<file path="src/sv/edn_pkg.sv">
package edn_pkg;

  localparam int DEF_NODE_CAPACITY = 1024;
  localparam int COORD_W = 32;
  localparam int KEY_W = 64;
  localparam int OUT_NODE_W = 10;

  localparam logic [0:0] REG_SNAP_ENABLE = 1'd0;
  localparam logic [0:0] REG_INVERSE_STEP = 1'd1;

  localparam logic RST_SNAP_ENABLE = 1'b1;
  localparam logic [31:0] RST_INVERSE_STEP = 32'd1677721600;

  typedef enum logic [2:0] {
    S_CLEAR,
    S_IDLE,
    S_SNAP,
    S_RD,
    S_CMP,
    S_DONE
  } state_t;

endpackage

</file>
<file path="src/sv/edn_snap.sv">
module edn_snap (
  input  logic                        clk,
  input  logic [edn_pkg::COORD_W-1:0] coord,
  input  logic [31:0]                 inv_step,
  output logic [edn_pkg::COORD_W-1:0] grid
);
  import edn_pkg::*;

  logic [COORD_W-1:0] mag;
  logic [63:0]        prod_r;
  logic               neg_r;
  logic [63:0]        sp;

  // 0x80000000 negates to itself, which is the right magnitude 2^31
  assign mag = coord[COORD_W-1] ? (~coord + 32'd1) : coord;

  always_ff @(posedge clk) begin
    prod_r <= 64'(mag) * 64'(inv_step);
    neg_r  <= coord[COORD_W-1];
  end

  // floor(p + 0.5) on Q24.40; sign fill follows the input sign
  assign sp   = neg_r ? (~prod_r + 64'd1) : prod_r;
  assign grid = {{8{neg_r}}, sp[63:40]} + 32'(sp[39]);

endmodule

</file>
<file path="config.mk">
export PLATFORM = sky130hd
export DESIGN_NAME = edn_snap
export DESIGN_NICKNAME = d
export VERILOG_FILES = /design/src/sv/edn_pkg.sv /design/src/sv/edn_snap.sv
export SDC_FILE = /design/constraint.sdc
export NUM_CORES = 2
export LEC_CHECK = 0
export ABC_AREA = 0
export BUFFER_PORTS_ARGS = -buffer_cell sky130_fd_sc_hd__buf_2
export CAP_MARGIN = 20
export CORE_MARGIN = 3
export CORE_UTILIZATION = 33
export DETAILED_ROUTE_END_ITERATION = 8
export GPL_ROUTABILITY_DRIVEN = 0
export SLEW_MARGIN = 20
export SYNTH_ARGS = -nofsm -noshare
export SYNTH_HDL_FRONTEND = slang
export SYNTH_SLANG_ARGS = --single-unit
</file>
<file path="constraint.sdc">
create_clock -name clk -period 10.75 [get_ports clk]
set_input_delay 1.075 -clock clk [delete_from_list [all_inputs] [get_ports clk]]
set_output_delay 1.075 -clock clk [all_outputs]
set_load 0.02 [all_outputs]
</file>
**Word-level counts from Yosys, hierarchy flattened**

Index checks and enable logic that the tools add are counted.

- Multipliers: 1
- Shift operators: 0
- Eq/ne operators: 0
- Add/sub/neg operators: 3
- Bitwise logic cells: 2
- Reduce and logical (&&, ||, !) cells: 0
- Divide/modulo/power cells: 0
- Muxes and demuxes: 2
- $lt $le $gt $ge: 0

Operator list:

| kind | number |
|---|---|
| adder 64 x 1 -> 64 bit, second input constant | 1 |
| multiplier 32 x 32 -> 64 bit | 1 |
| two-way mux 64 bit | 1 |
| NOT 64 bit | 1 |
| adder 32 x 1 -> 32 bit, second input constant | 1 |
| two-way mux 32 bit | 1 |
| NOT 32 bit | 1 |
| adder 25 x 2 -> 26 bit | 1 |

- Register bits: 65
- RAM bits: 0
- Memory bits (read-only): 0
- Memories kept: 0
- Bits in latches: 0
- Input port bits: 65

**Longest topological paths before layout**

- Word-level depth: 4
- Gate-level depth with buffers: 37
- Gate-level depth less buffers: 34

**Worst setup path before layout**

No wires, ideal clock.

- Path kind: in2reg
- Start point: input coord[0] (netlist bit)
- End point: register prod_r[61]
- Required time: 10.635 ns
- Path slack: 1.165 ns
- Arrival: 9.470 ns
- Library setup time: 0.115 ns
- Stages on the path: 32
- Path through: clkbuf_1 inv_1 ha_1 nand2b_1 or4_4 nand2b_4 or2_1 o21ai_0 xnor2_1 clkbuf_1 and2_1 fa_1 inv_1 fa_1 fa_1 fa_1 inv_1 fa_1 fa_1 fa_1 fa_1 ha_1 clkbuf_1 a21oi_1 a21boi_0 a311oi_1 o21ai_0 o2111ai_1 a31oi_1 a211o_1 a311o_1 and3_1

- Longest elaborated chain between the ends: 4

RTL lines:

| what | RTL line | RTL |
|---|---|---|
| start: declaration | edn_snap.sv:3 | `input logic [edn_pkg::COORD_W-1:0] coord,` |
| NOT 32 bit | edn_snap.sv:15 | `assign mag = coord[COORD_W-1] ? (~coord + 32'd1) : coord;` |
| adder 32 x 1 -> 32 bit | edn_snap.sv:15 |  |
| two-way mux 32 bit * | edn_snap.sv:15 |  |
| multiplier 32 x 32 -> 64 bit * | edn_snap.sv:18 | `prod_r <= 64'(mag) * 64'(inv_step);` |
| end signal: assignment | edn_snap.sv:18 |  |
| end: declaration | edn_snap.sv:10 | `logic [63:0] prod_r;` |

Mark *: on every way between the ends. The rest lies on a longest branch, timed or not.

**Final worst setup path**

- Start point: input coord[6] (netlist bit)
- End point: register prod_r[61]

The elaborated chain is that of the path after synthesis.

==> impl_metrics.toml <==
[yosys]
synth_edf_count = 0
syn_avg_cell_area_sq_um = 9.01
yosysUniqueCellTypes = 73
synth_area_sq_mm = 0.0365
async_reset_ff_share_pct = 0
synth_largest_area_cell = "fa_1"
synth_nets = 5280
synth_most_common_cell = "fa_1"
synth_seq_area_share_pct = 3.56
synth_top_flop_cell = "dfxtp_1"
yosys_warnings = 0
syn_inst = 4053
ys_top_cells_by_area = "fa_1 (49%), and2_1 (9.6%), ha_1 (9.1%), inv_1 (8.8%), nand2_1 (5.6%)"
synth_seq_cells = 65
synth_top_area_share_pct = 49.1
synth_common_cells = "fa_1 (896), inv_1 (854), and2_1 (558), nand2_1 (545), ha_1 (266)"

[worst_setup_path]
end_kind = "flip-flop"
cp-start-kind = "primary input"
crit_fanout = 11
slowest_delay_ns = 0.58
cp_slowest_cell = "fa_1"
crit_top_cell = "fa_1"
critPathBufInv = 4
required_ns = 11.00
cp-startpoint = "coord[6]"
path_class = "primary input to flip-flop"
cp.arrival_ns = 10.57
crit_family = "adder cells"

[placement]
post-place-ws_ns = -0.0459
placed_cell_area_sq_mm = 0.0388
portBuffers = 96
dp_hpwl_mm = 85.9

[cts]
clk_pin_slew_ns = 0.06
cts_tree = "yes"
cts_hold_buf = 0
clockBufferDepth = 2
cts_root_buf = "clkbuf_16"
cts.sinks = 65
htreeDepth = 3
numCtsBuffers = 9

[floorplan]
core_area_sq_mm = 0.109
initial_core_util_pct = 33.4
die_h_microns = 339
die_w_microns = 339
die_area_sq_mm = 0.115
rows = 121
io_pins = 97

[grt]
grt_first_pass_wirelength_mm = 168
grt_util_all_layers_pct = 18.7
grt_max_degree = 33
antenna_found_initial = 4
grt_pass1_vias = 29600
grt-ovfl-total = 0

[sta]
setup_violations = 0
setup_tns_ns = 0
worst_slew_pin_slew_ns = 1.11
final_max_slew_viol_count = 0
layout_min_cycle_time_ns = 10.32
fmax_mhz = 96.9
timing.slew.headroom_pct = 25.6
period_share_pct = 96.0
final-hold-violation-count = 0
grt_setup_unrepaired = "false"
setup_ws_ns = 0.430

[detailed_routing]
ant_nets = 0
drt-total-wl_mm = 105
avgRoutedWirePerCell_microns = 19.2
avgViaCountPerCell = 4.95
drtIter0Drc = 1462
dr.pass1.iters = 5
drc_errors = 0
vias = 27100

[hold_path]
hp-class = "primary input to flip-flop"
timing.hold.worst.start = "coord[31]"
hold_path_end = "neg_r$_DFF_P_"
hold_depth = 2

[final_layout]
layout-area-overhead-vs-synth_pct = 7.24
fin_area_sq_mm = 0.0392
final_nets = 5231
drive_gt1_share_pct = 6.09

[flow_run]
max-cap-violations = 0

[run_status]
status = "finished clean"
cell usage in the layout (no fill, tap or decap), types with 18 or more instances in the layout:
cell and n:
inv_1 854, a21o_1 37, nand2_1 545, xnor2_2 24, buf_2 96, xnor2_1 66
ha_1 266, nor2_1 59, buf_4 74, o21ai_0 52, nand3_1 23, dfxtp_1 65
and3_1 18, xor2_1 28, and2_1 558, nand4_1 24, a21oi_1 84, fa_1 896
routing by layer:
layer | part of all wire (%) | up-vias | track usage, % | wire [microns]
li1 | - | 11900 | - | -
met1 | 40 | 14300 | 23.1 | 42000
met2 | 52 | 753 | 33.8 | 54500
met3 | 5.2 | 187 | 2.68 | 5430
met4 | 3.1 | 4 | 5.38 | 3320
met5 | 0.030 | - | 0 | 32
final cells by class:
| cell class | count | area (sq um) |
|---|---|---|
| sequential | 65 | 1300 |
| multi-input combinational | 2900 | 31400 |
| fill | 11300 | 70200 |
| inverter | 854 | 3210 |
| clock buffer | 9 | 225 |
| timing repair buffer | 174 | 1110 |
| tap | 1476 | 1850 |
| antenna | 2 | 5.00 |
| clock inverter | 7 | 100 |
registers in the layout, summed over array words and instances, names as in the netlist:
register  flops
prod_r       64
neg_r         1
per-stage QoR:
stage / utilization [%] / hold WS, ns / std cells
2_1_floorplan: - / 1.10 / 4053
3_3_place_gp: 35.5 / 1.64 / 5469
3_5_place_dp: 35.5 / 1.64 / 5469
4_1_cts: 35.8 / 1.26 / 5485
5_1_grt: 35.8 / 1.29 / 5485
6_report: 35.8 / 1.29 / 5487
how the worst max path moves through the flow:
stage                          to  slack (ns)  cells past startpoint
6_report       prod_r[61]$_DFF_P_        0.43                     29
5_1_grt        prod_r[59]$_DFF_P_        0.03                     29
2_1_floorplan  prod_r[61]$_DFF_P_        1.17                     32
4_1_cts        prod_r[56]$_DFF_P_        0.32                     31
3_3_place_gp   prod_r[56]$_DFF_P_        0.08                     31
3_5_place_dp   prod_r[56]$_DFF_P_       -0.05                     31
kinds of logic (layout without fill, tap and decap cells):
| logic type | count (synthesis) | in the layout | synth area share, % |
|---|---|---|---|
| compound gates | 298 | 298 | 5.37 |
| xor+xnor | 123 | 123 | 2.95 |
| fa+ha+maj | 1162 | 1162 | 58.2 |
| buf+inv | 1088 | 1044 | 11.3 |
| flops | 65 | 65 | 3.56 |
| mux | 4 | 4 | 0.113 |
| other cells | 0 | 2 | 0 |
| simple gates | 1313 | 1313 | 18.5 |
what timing repair did:
| action | in CTS | in global routing |
|---|---|---|
| buffers inserted | 0 | 0 |
| endpoints found under the setup margin | 0 | 3 |
| resized for setup | 0 | 4 |
Power is not shown: default switching activity piles up to over one toggle a cycle in this logic, so the estimate is an artifact.
